File: src/design/ppmd_pkg.sv
`timescale 1ns / 1ps
`default_nettype none
// ----------------------------------------------------------------------------
// Peak picker package
// Shared widths, limits and the event record passed from front to back.
// ----------------------------------------------------------------------------
package ppmd_pkg;

  localparam int SAMPLE_W    = 32;
  localparam int POS_W       = 21;
  localparam int MAX_SAMPLES = 1048576;
  localparam int QDEPTH      = 4;
  localparam int QPTR_W      = $clog2(QDEPTH);
  localparam int QCNT_W      = $clog2(QDEPTH + 1);

  typedef enum logic {
    REG_MIN_VALUE    = 1'b0,
    REG_MIN_DISTANCE = 1'b1
  } reg_index_t;

  typedef struct packed {
    logic                       has_peak;
    logic                       fin;
    logic [POS_W-1:0]           idx;
    logic signed [SAMPLE_W-1:0] height;
  } peak_event_t;

  typedef struct packed {
    logic not_full;
    logic not_empty;
  } queue_status_t;

endpackage
`default_nettype wire

File: src/design/ppmd_front.sv
`timescale 1ns / 1ps
`default_nettype none
// ----------------------------------------------------------------------------
// Peak picker front end
// Keeps the two newest samples and the sample count, and classifies each
// accepted sample into a peak event and an end-of-series event.
// ----------------------------------------------------------------------------
module ppmd_front (
  input  wire logic                                clk,
  input  wire logic                                rst,
  input  wire logic                                accept,
  input  wire logic signed [ppmd_pkg::SAMPLE_W-1:0] sample,
  input  wire logic                                final_sample,
  input  wire logic signed [ppmd_pkg::SAMPLE_W-1:0] min_value,
  output ppmd_pkg::peak_event_t                    event_out,
  output logic                                     push
);

  logic signed [ppmd_pkg::SAMPLE_W-1:0] older_sample;
  logic signed [ppmd_pkg::SAMPLE_W-1:0] newer_sample;
  logic [ppmd_pkg::POS_W-1:0]           sample_index;
  logic                                 in_range;
  logic                                 peak_newer;
  logic                                 peak_last;

  always_comb begin
    in_range   = sample_index < ppmd_pkg::POS_W'(ppmd_pkg::MAX_SAMPLES);
    peak_newer = in_range && (sample_index >= ppmd_pkg::POS_W'(2)) &&
                 (newer_sample > min_value) && (newer_sample > older_sample) &&
                 (newer_sample > sample);
    peak_last  = in_range && final_sample && (sample_index >= ppmd_pkg::POS_W'(1)) &&
                 (sample > min_value) && (sample > newer_sample);
    event_out.has_peak = peak_newer || peak_last;
    event_out.fin      = final_sample;
    event_out.idx      = peak_newer ? sample_index - ppmd_pkg::POS_W'(1) : sample_index;
    event_out.height   = peak_newer ? newer_sample : sample;
    push = accept && (peak_newer || peak_last || final_sample);
  end

  always_ff @(posedge clk) begin
    if (rst) begin
      older_sample <= '0;
      newer_sample <= '0;
      sample_index <= '0;
    end else if (accept) begin
      if (final_sample) begin
        older_sample <= '0;
        newer_sample <= '0;
        sample_index <= '0;
      end else if (in_range) begin
        older_sample <= newer_sample;
        newer_sample <= sample;
        sample_index <= sample_index + ppmd_pkg::POS_W'(1);
      end
    end
  end

endmodule
`default_nettype wire

File: src/design/ppmd_queue.sv
`timescale 1ns / 1ps
`default_nettype none
// ----------------------------------------------------------------------------
// Peak picker event queue
// Short register FIFO that lets the front end and back end stall separately.
// ----------------------------------------------------------------------------
module ppmd_queue (
  input  wire logic                  clk,
  input  wire logic                  rst,
  input  wire logic                  push,
  input  wire ppmd_pkg::peak_event_t push_data,
  input  wire logic                  pop,
  output ppmd_pkg::peak_event_t      head,
  output ppmd_pkg::queue_status_t    status
);

  ppmd_pkg::peak_event_t           entries [ppmd_pkg::QDEPTH];
  logic [ppmd_pkg::QPTR_W-1:0]     wr_ptr;
  logic [ppmd_pkg::QPTR_W-1:0]     rd_ptr;
  logic [ppmd_pkg::QCNT_W-1:0]     count;

  always_comb begin
    status.not_full  = count != ppmd_pkg::QCNT_W'(ppmd_pkg::QDEPTH);
    status.not_empty = count != '0;
    head             = entries[rd_ptr];
  end

  always_ff @(posedge clk) begin
    if (push) begin
      entries[wr_ptr] <= push_data;
    end
  end

  always_ff @(posedge clk) begin
    if (rst) begin
      wr_ptr <= '0;
      rd_ptr <= '0;
      count  <= '0;
    end else begin
      if (push) begin
        wr_ptr <= wr_ptr + ppmd_pkg::QPTR_W'(1);
      end
      if (pop) begin
        rd_ptr <= rd_ptr + ppmd_pkg::QPTR_W'(1);
      end
      if (push && !pop) begin
        count <= count + ppmd_pkg::QCNT_W'(1);
      end else if (pop && !push) begin
        count <= count - ppmd_pkg::QCNT_W'(1);
      end
    end
  end

endmodule
`default_nettype wire

File: src/design/ppmd_back.sv
`timescale 1ns / 1ps
`default_nettype none
// ----------------------------------------------------------------------------
// Peak picker back end
// Holds the pending peak, applies the minimum distance rule, flushes at the
// end of a series and drives the registered result channel.
// ----------------------------------------------------------------------------
module ppmd_back (
  input  wire logic                   clk,
  input  wire logic                   rst,
  input  wire ppmd_pkg::peak_event_t  head,
  input  wire ppmd_pkg::queue_status_t status,
  input  wire logic [ppmd_pkg::POS_W-1:0] min_distance,
  output logic                        pop,
  output logic                        out_valid,
  input  wire logic                   out_ready,
  output logic [ppmd_pkg::POS_W-1:0]  peak_position,
  output logic                        peak_valid,
  output logic                        end_of_list
);

  logic                                 pending_valid;
  logic [ppmd_pkg::POS_W-1:0]           pending_index;
  logic signed [ppmd_pkg::SAMPLE_W-1:0] pending_height;
  logic                                 eol_due;

  logic                                 pending_valid_next;
  logic [ppmd_pkg::POS_W-1:0]           pending_index_next;
  logic signed [ppmd_pkg::SAMPLE_W-1:0] pending_height_next;
  logic                                 eol_due_next;
  logic                                 out_valid_next;
  logic [ppmd_pkg::POS_W-1:0]           peak_position_next;
  logic                                 peak_valid_next;
  logic                                 end_of_list_next;

  logic                                 load;
  logic                                 far;
  logic                                 emit;
  logic                                 take;
  logic                                 np_valid;
  logic [ppmd_pkg::POS_W-1:0]           np_index;

  always_comb begin
    load     = !out_valid || out_ready;
    pop      = load && !eol_due && status.not_empty;
    far      = (head.idx - pending_index) > min_distance;
    emit     = head.has_peak && pending_valid && far;
    take     = head.has_peak && (!pending_valid || far || (head.height > pending_height));
    np_valid = pending_valid || head.has_peak;
    np_index = take ? head.idx : pending_index;

    pending_valid_next  = pending_valid;
    pending_index_next  = pending_index;
    pending_height_next = pending_height;
    eol_due_next        = eol_due;
    out_valid_next      = out_valid;
    peak_position_next  = peak_position;
    peak_valid_next     = peak_valid;
    end_of_list_next    = end_of_list;

    if (load) begin
      out_valid_next = 1'b0;
    end

    if (load && eol_due) begin
      out_valid_next      = 1'b1;
      peak_position_next  = pending_valid ? pending_index + ppmd_pkg::POS_W'(1) : '0;
      peak_valid_next     = pending_valid;
      end_of_list_next    = 1'b1;
      eol_due_next        = 1'b0;
      pending_valid_next  = 1'b0;
      pending_index_next  = '0;
      pending_height_next = '0;
    end else if (pop) begin
      pending_valid_next  = np_valid;
      pending_index_next  = np_index;
      pending_height_next = take ? head.height : pending_height;
      if (emit) begin
        out_valid_next     = 1'b1;
        peak_position_next = pending_index + ppmd_pkg::POS_W'(1);
        peak_valid_next    = 1'b1;
        end_of_list_next   = 1'b0;
        eol_due_next       = head.fin;
      end else if (head.fin) begin
        out_valid_next      = 1'b1;
        peak_position_next  = np_valid ? np_index + ppmd_pkg::POS_W'(1) : '0;
        peak_valid_next     = np_valid;
        end_of_list_next    = 1'b1;
        pending_valid_next  = 1'b0;
        pending_index_next  = '0;
        pending_height_next = '0;
      end
    end
  end

  always_ff @(posedge clk) begin
    if (rst) begin
      pending_valid  <= 1'b0;
      pending_index  <= '0;
      pending_height <= '0;
      eol_due        <= 1'b0;
      out_valid      <= 1'b0;
    end else begin
      pending_valid  <= pending_valid_next;
      pending_index  <= pending_index_next;
      pending_height <= pending_height_next;
      eol_due        <= eol_due_next;
      out_valid      <= out_valid_next;
    end
  end

  always_ff @(posedge clk) begin
    peak_position <= peak_position_next;
    peak_valid    <= peak_valid_next;
    end_of_list   <= end_of_list_next;
  end

endmodule
`default_nettype wire

File: src/design/peak_picker_min_distance.sv
// A result passes through the event queue and the result register after the
// transfer of the sample that decides it. Samples are taken one per cycle
// while the event queue is not full; a final sample that also confirms a peak
// gives two results, the second sent once the first is taken.
// Reset (rst, synchronous): clears the sample history, pending peak, queue,
// result valid and both configuration registers.
`timescale 1ns / 1ps
`default_nettype none
// ----------------------------------------------------------------------------
// Peak picker with minimum distance
// Finds local maxima above a threshold in a sample stream, keeps the highest
// of peaks that lie close together, and reports 1-based peak positions.
// ----------------------------------------------------------------------------
module peak_picker_min_distance (
  input  wire logic                                 clk,
  input  wire logic                                 rst,
  input  wire logic                                 in_valid,
  output logic                                      in_ready,
  input  wire logic signed [ppmd_pkg::SAMPLE_W-1:0] sample,
  input  wire logic                                 final_sample,
  output logic                                      out_valid,
  input  wire logic                                 out_ready,
  output logic [ppmd_pkg::POS_W-1:0]                peak_position,
  output logic                                      peak_valid,
  output logic                                      end_of_list,
  input  wire logic                                 cfg_write,
  input  wire logic                                 cfg_index,
  input  wire logic [ppmd_pkg::SAMPLE_W-1:0]        cfg_data
);

  logic signed [ppmd_pkg::SAMPLE_W-1:0] min_value;
  logic [ppmd_pkg::POS_W-1:0]           min_distance;
  ppmd_pkg::peak_event_t                front_event;
  ppmd_pkg::peak_event_t                queue_head;
  ppmd_pkg::queue_status_t              queue_status;
  logic                                 push;
  logic                                 pop;
  logic                                 accept;

  assign in_ready = queue_status.not_full;
  assign accept   = in_valid && in_ready;

  always_ff @(posedge clk) begin
    if (rst) begin
      min_value    <= '0;
      min_distance <= '0;
    end else if (cfg_write) begin
      unique case (ppmd_pkg::reg_index_t'(cfg_index))
        ppmd_pkg::REG_MIN_VALUE:    min_value    <= $signed(cfg_data);
        ppmd_pkg::REG_MIN_DISTANCE: min_distance <= cfg_data[ppmd_pkg::POS_W-1:0];
        default:                    min_value    <= min_value;
      endcase
    end
  end

  ppmd_front u_front (
    .clk          (clk),
    .rst          (rst),
    .accept       (accept),
    .sample       (sample),
    .final_sample (final_sample),
    .min_value    (min_value),
    .event_out    (front_event),
    .push         (push)
  );

  ppmd_queue u_queue (
    .clk       (clk),
    .rst       (rst),
    .push      (push),
    .push_data (front_event),
    .pop       (pop),
    .head      (queue_head),
    .status    (queue_status)
  );

  ppmd_back u_back (
    .clk           (clk),
    .rst           (rst),
    .head          (queue_head),
    .status        (queue_status),
    .min_distance  (min_distance),
    .pop           (pop),
    .out_valid     (out_valid),
    .out_ready     (out_ready),
    .peak_position (peak_position),
    .peak_valid    (peak_valid),
    .end_of_list   (end_of_list)
  );

`ifndef SYNTHESIS
  a_no_peak_zero_pos: assert property (@(posedge clk) disable iff (rst)
    out_valid && !peak_valid |-> peak_position == '0)
    else $error("Result without a peak carries a nonzero position.");

  a_peak_nonzero_pos: assert property (@(posedge clk) disable iff (rst)
    out_valid && peak_valid |-> peak_position != '0)
    else $error("Confirmed peak carries position zero.");

  a_pop_needs_data: assert property (@(posedge clk) disable iff (rst)
    pop |-> queue_status.not_empty)
    else $error("Back end took an event from an empty queue.");

  a_reset_clears_out: assert property (@(posedge clk)
    rst |=> !out_valid)
    else $error("Result valid set right after reset.");
`endif

endmodule
`default_nettype wire

File: config.mk
export PLATFORM = sky130hd
export DESIGN_NAME = peak_picker_min_distance
export DESIGN_NICKNAME = d
export VERILOG_FILES = /design/src/design/ppmd_pkg.sv /design/src/design/ppmd_front.sv /design/src/design/ppmd_queue.sv /design/src/design/ppmd_back.sv /design/src/design/peak_picker_min_distance.sv
export SDC_FILE = /design/constraint.sdc
export NUM_CORES = 1
export LEC_CHECK = 0
export ABC_AREA = 1
export BUFFER_PORTS_ARGS = -buffer_cell sky130_fd_sc_hd__buf_2
export CAP_MARGIN = 20
export CORE_MARGIN = 1
export CORE_UTILIZATION = 35
export DETAILED_ROUTE_END_ITERATION = 8
export SLEW_MARGIN = 20
export SYNTH_ARGS = -nofsm -noshare
export SYNTH_HDL_FRONTEND = slang
export SYNTH_SLANG_ARGS = --single-unit
File: constraint.sdc
create_clock -name clk -period 5.67 [get_ports clk]
set_clock_uncertainty 0.05 [all_clocks]
set_input_delay 1.134 -clock clk [delete_from_list [all_inputs] [get_ports clk]]
set_output_delay 1.134 -clock clk [all_outputs]
set_load 0.02 [all_outputs]
## After elaboration in Yosys (flattened, before gate mapping)

Memories as Yosys holds them, arrays and structs flattened. A register that Yosys moved wholly into a read port is not among the register bits.
Index checks and enable logic that the tools add are counted.

| storage, ports and cells | value |
|---|---|
| bits in registers | 224 |
| RAM bits | 220 |
| bits of input ports | 71 |
| output and inout port bits | 25 |
| memories kept | 1 |

Memory list:

| name | depth | bits a word | read ports | clocked after memory_dff | wr ports | RTL line | RTL |
|---|---|---|---|---|---|---|---|
| u_queue.entries | 4 | 55 | 1 | 1 | 1 | ppmd_queue.sv:17 | `ppmd_pkg::peak_event_t entries [ppmd_pkg::QDEPTH];` |

| cells by class | value |
|---|---|
| add/sub/neg operators | 9 |
| order comparisons | 10 |
| equality and inequality tests | 1 |
| multiplexer cells | 39 |
| bitwise operators | 1 |
| reduce and logical (&&, ||, !) cells | 42 |

Operator list:

| cell | count |
|---|---|
| $mux W32 | 8 |
| $mux W21 | 12 |
| $gt A32 B32 Y1 | 6 |
| $add A21 B1 Y21 const B | 3 |
| $ge A21 B1 Y1 const B | 1 |
| $ge A21 B2 Y1 const B | 1 |
| $gt A21 B21 Y1 | 1 |
| $lt A21 B21 Y1 const B | 1 |
| $sub A21 B1 Y21 const B | 1 |
| $sub A21 B21 Y21 | 1 |
| $logic_and A1 B1 Y1 | 18 |
| $mux W1 | 15 |
| $reduce_and A2 Y1 | 6 |
| $reduce_bool A2 Y1 | 4 |
| $logic_or A1 B1 Y1 | 6 |
| $mux W3 | 2 |
| $reduce_bool A3 Y1 | 2 |
| $logic_not A1 Y1 | 5 |
| $add A2 B1 Y2 const B | 2 |
| $mux W2 | 2 |
| $add A3 B1 Y3 const B | 1 |
| $ne A3 B3 Y1 const B | 1 |
| $sub A3 B1 Y3 const B | 1 |
| $reduce_or A2 Y1 | 1 |
| $not A1 Y1 | 1 |

## Depth between registers and ports, before layout

| logic depth | value |
|---|---|
| depth in word-level cells | 12 |
| gate-level depth with buffers | 46 |
| depth with buffers taken out | 43 |

## By module

A second synthesis with hierarchy kept.

| unflattened totals | value |
|---|---|
| cell total of the unflattened synthesis | 3178 |
| area total of the unflattened synthesis | 25958.6 um^2 |

By module, submodules not included:

| module | instances | cells each | area each (um^2) | sequential area each (um^2) |
|---|---|---|---|---|
| ppmd_queue | 1 | 591 | 8599.5 | 6786.5 |
| ppmd_front | 1 | 1185 | 7956.4 | 1701.6 |
| ppmd_back | 1 | 1098 | 7248.2 | 1801.7 |
| peak_picker_min_distance | 1 | 304 | 2154.6 | 1061.0 |

## Worst setup path after synthesis

Ideal clock, no wire load.

| timing path | value |
|---|---|
| kind | register to register |
| start point | reg (tool-made name) |
| end point | reg u_back.peak_position[20] (netlist name), data pin |
| library setup time | 0.252 ns |
| arrival time | 5.929 ns |
| path slack | -0.561 ns |
| cell stages (with the launch flop) | 45 |
| cells stage by stage | dfxtp_1 clkbuf_1 clkbuf_1 nand2_1 a32o_1 ha_1 fa_1 nand3b_1 and2_1 nor2_1 nor2_1 o21ai_0 a31oi_1 o21ai_0 nand3_1 nand2_1 nand3_1 nand2_1 [9 not listed] nand3_1 a21oi_4 nand2_4 nand2_4 buf_12 nand2_1 nand2_1 inv_1 ha_1 nand2_1 nor2_2 nand2_1 nor2_2 nand3_1 nand3_1 nand2_1 nand2_1 nand2_1 |

RTL lines:

| element | RTL line | RTL |
|---|---|---|
| end signal, assigned | ppmd_back.sv:113 | `peak_position <= peak_position_next;` |
| end, declared | ppmd_back.sv:17 | `output logic [ppmd_pkg::POS_W-1:0] peak_position,` |

==> impl_metrics.py <==
metrics = {
    "status": {
        "outcome": "complete, but fails checks",
        "violations": "setup timing",
    },
    "clocking": {
        "cts_hold_buffers": 0,
        "cts_buffers": 50,
        "cts_root_buffer": "clkbuf_16",
        "cts_tree": "built",
        "cts_buffer_depth": 3,
        "worstSkewPairLatency_ps": 610,
        "cts_max_level": 2,
        "clk_pin_slew_ps": 60,
        "cts_sinks": 446,
    },
    "timing": {
        "final-setup-viol-count": 2,
        "report.final.hold_viol_count": 0,
        "relSlewSlack": 0.318,
        "fin_crit_ps": 5690,
        "fin_setup_tns_ps": -35.8,
        "rsz0062_at_grt": "true",
        "min_period_over_period": 1.00,
        "worst_slack_ps": -21.4,
        "fmax_mhz": 176,
        "slew_violations": 0,
        "tightest_slew_ps": 1010,
    },
    "logic_synthesis": {
        "synth_top_family_by_area": "simple AND/OR/NAND/NOR gates",
        "synth_cells": 2903,
        "yosys.area_share.adder": 0.110,
        "ys_top_cells_by_area": "edfxtp_1 30%, dfxtp_1 17%, ha_1 11%, nand2_1 8.6%, o21ai_0 5.9%",
        "yosys.area.top_type": "edfxtp_1",
        "synth_compound_area_frac": 0.156,
        "syn-mean-instance-area_um2": 8.47,
        "synth_top_area_share": 0.296,
        "synthXorXnorAreaFrac": 0.0200,
        "synth-seq-area-share": 0.462,
        "synth_seq_cells": 446,
        "yosysWarnings": 0,
        "synth_edf_count": 242,
        "mappedNetlistArea_um2": 24600,
        "synth_mux_area_frac": 0,
        "synthDistinctLibCells": 53,
        "yosys.area_share.simple": 0.183,
        "synthFlopType": "edfxtp_1",
        "synth-async-reset-ratio": 0,
        "syn_nets": 3188,
    },
    "critical_path": {
        "worstPathRequired_ps": 5970,
        "cp-start-kind": "flop",
        "worstPathBufferInverterCount": 3,
        "r2r_end": "u_back.peak_position[10]",
        "ff2ff_setup_slack_ps": -20,
        "slowest_delay_ps": 380,
        "r2r_cells": 42,
        "cp.arrival_ps": 5990,
        "critPathSlowestCell": "dfxtp_4",
        "cp-end-kind": "flop",
        "crit_end": "u_back.peak_position[10]",
        "critical_path_class": "reg2reg",
        "crit_family": "simple AND/OR/NAND/NOR gates",
        "path_common_cell": "nand2_2",
        "cp_max_fo": 7,
        "worstSetupPathDepth": 42,
    },
    "floorplan": {
        "coreArea_um2": 69100,
        "chipHeight_um": 267,
        "num_rows": 96,
        "die_x_um": 267,
        "initial_core_util": 0.356,
        "dieArea_um2": 71300,
        "pin_count": 96,
    },
    "place": {
        "gp_congestion": 0.895,
        "hpwl_um": 47900,
        "io_buffers": 95,
    },
    "grt": {
        "grt_pass1_vias": 18528,
        "grt_start_max_net_pins": 69,
        "grt_usage": 0.187,
        "overflow": 0,
        "grt_pass1_wl_um": 104000,
        "grt_antenna_before_repair": 0,
    },
    "route": {
        "drt-total-wl_um": 68000,
        "routedWlPerCell_um": 16.8,
        "ant_nets": 0,
        "drc_errors": 0,
        "first_pass_iters": 5,
        "viasPerCell": 5.04,
        "drtIter0Drc": 1480,
        "vias": 20403,
    },
    "layout": {
        "layout_commonest_cell": "nand2_1",
        "multi_input_area_um2": 11900,
        "nNetsFinal": 3358,
        "drive_gt1_frac": 0.151,
        "num-fill-cells": 6782,
        "antenna_cells": 0,
        "mostFrequentLayoutCells": "533 x nand2_1, 289 x inv_1, 274 x a21oi_1, 272 x o21ai_0, 242 x edfxtp_1",
        "regArea_um2": 11400,
        "utilization": 0.422,
        "area_growth_pct": 18.5,
    },
    "run": {
        "cap_violations": 0,
    },
    "power": {
        "p_leak_uw": 0.0114,
        "ir_worst_vdd_mv": 0.278,
        "power.total_uw": 15200,
        "powerDensity_nw_per_um2": 522,
    },
    "hold_path": {
        "min_path_type": "reg2reg",
    },
}
-- metrics by stage --
step	setup slack (ps)	instance area (um^2)	cells	hold WS (ps)
after CTS	8.89	28600	4029	400
after global placement	-36.7	26800	3933	400
final	-21.4	29100	4046	399
after global routing	-334	29100	4046	417
after floorplan	4.20	24600	2903	383
after detailed placement	-103	26800	3933	403
-- layout make-up --
cell class	instances	area share
Sequential cell	446	0.390
Clock buffer	63	0.0457
Inverter	308	0.0400
Timing Repair Buffer	246	0.0625
Multi-Input combinational cell	2021	0.410
Clock inverter	31	0.0120
Tap cell	931	0.0400
-- cell usage after synthesis (8+ instances only) --
master    count
dfxtp_1     204
nand4_1      33
buf_1        13
o21ai_0     289
a21oi_1     277
nor3_1       29
nand2_1     562
nand2_2      23
xnor2_1      11
nand3b_1      8
buf_2        12
o22ai_1      51
ha_1        212
inv_1       298
nand3_1     149
clkbuf_1     97
edfxtp_1    242
nor2_1      212
xor2_1       45
nor4_1       11
a221oi_1     32
-- tightest hold or removal path, stage by stage, from the launching register on --
cell     delay [ps]
dfxtp_1         290
inv_1            50
a21oi_1          70
-- report_power, final --
group	internal (uW)	total, uW	switching (uW)
clock	1950	3340	1390
sequential	3860	4080	219
combinational	3150	7780	4630
-- how the worst min path moves through the flow --
| stage | slack [ps] | cells after the start | startpoint | to |
|---|---|---|---|---|
| 5_1_grt | 420 | 2 | u_queue.rd_ptr[1] | flop |
| 4_1_cts | 400 | 2 | u_queue.rd_ptr[1] | flop |
| 3_5_place_dp | 400 | 2 | u_front.older_sample[21] | u_front.older_sample[21] |
| 6_report | 400 | 2 | u_queue.rd_ptr[1] | flop |
| 3_3_place_gp | 400 | 2 | u_front.older_sample[13] | u_front.older_sample[13] |
| 2_1_floorplan | 380 | 2 | min_distance[20] | min_distance[20] |
-- kinds of logic after synthesis --
logic type | count (synthesis)
simple gates | 1051
buf+inv | 436
fa+ha+maj | 214
flops | 446
compound gates | 700
xor+xnor | 56
-- registers in the layout, indices dropped and copies added (netlist names), named ones only --
signal	count
u_queue.entries	220
u_back.pending_height	32
u_back.eol_due	1
u_front.older_sample	32
u_back.end_of_list	1
u_back.peak_valid	1
u_back.pending_index	21
min_distance	21
u_back.pending_valid	1
u_front.newer_sample	32
u_queue.rd_ptr	2
u_back.peak_position	21
u_front.sample_index	21
min_value	32
u_back.out_valid	1
u_queue.wr_ptr	2
u_queue.count	3
-- routing by layer --
| metal | up-vias | wire length [um] | GRT usage |
|---|---|---|---|
| met5 | - | 0 | 0 |
| met4 | 0 | 2060 | 0.0631 |
| met3 | 121 | 3950 | 0.0318 |
| met2 | 511 | 29200 | 0.280 |
| met1 | 9444 | 32800 | 0.269 |
| li1 | 10327 | - | - |
-- repair_timing --
| action | CTS | global route |
|---|---|---|
| cloned | 0 | 2 |
| setup endpoints to repair | 42 | 54 |
| setup buffers | 2 | 15 |
| pin swaps | 5 | 49 |
| gates resized for setup | 12 | 108 |
Power figures use the tool's default switching activity.
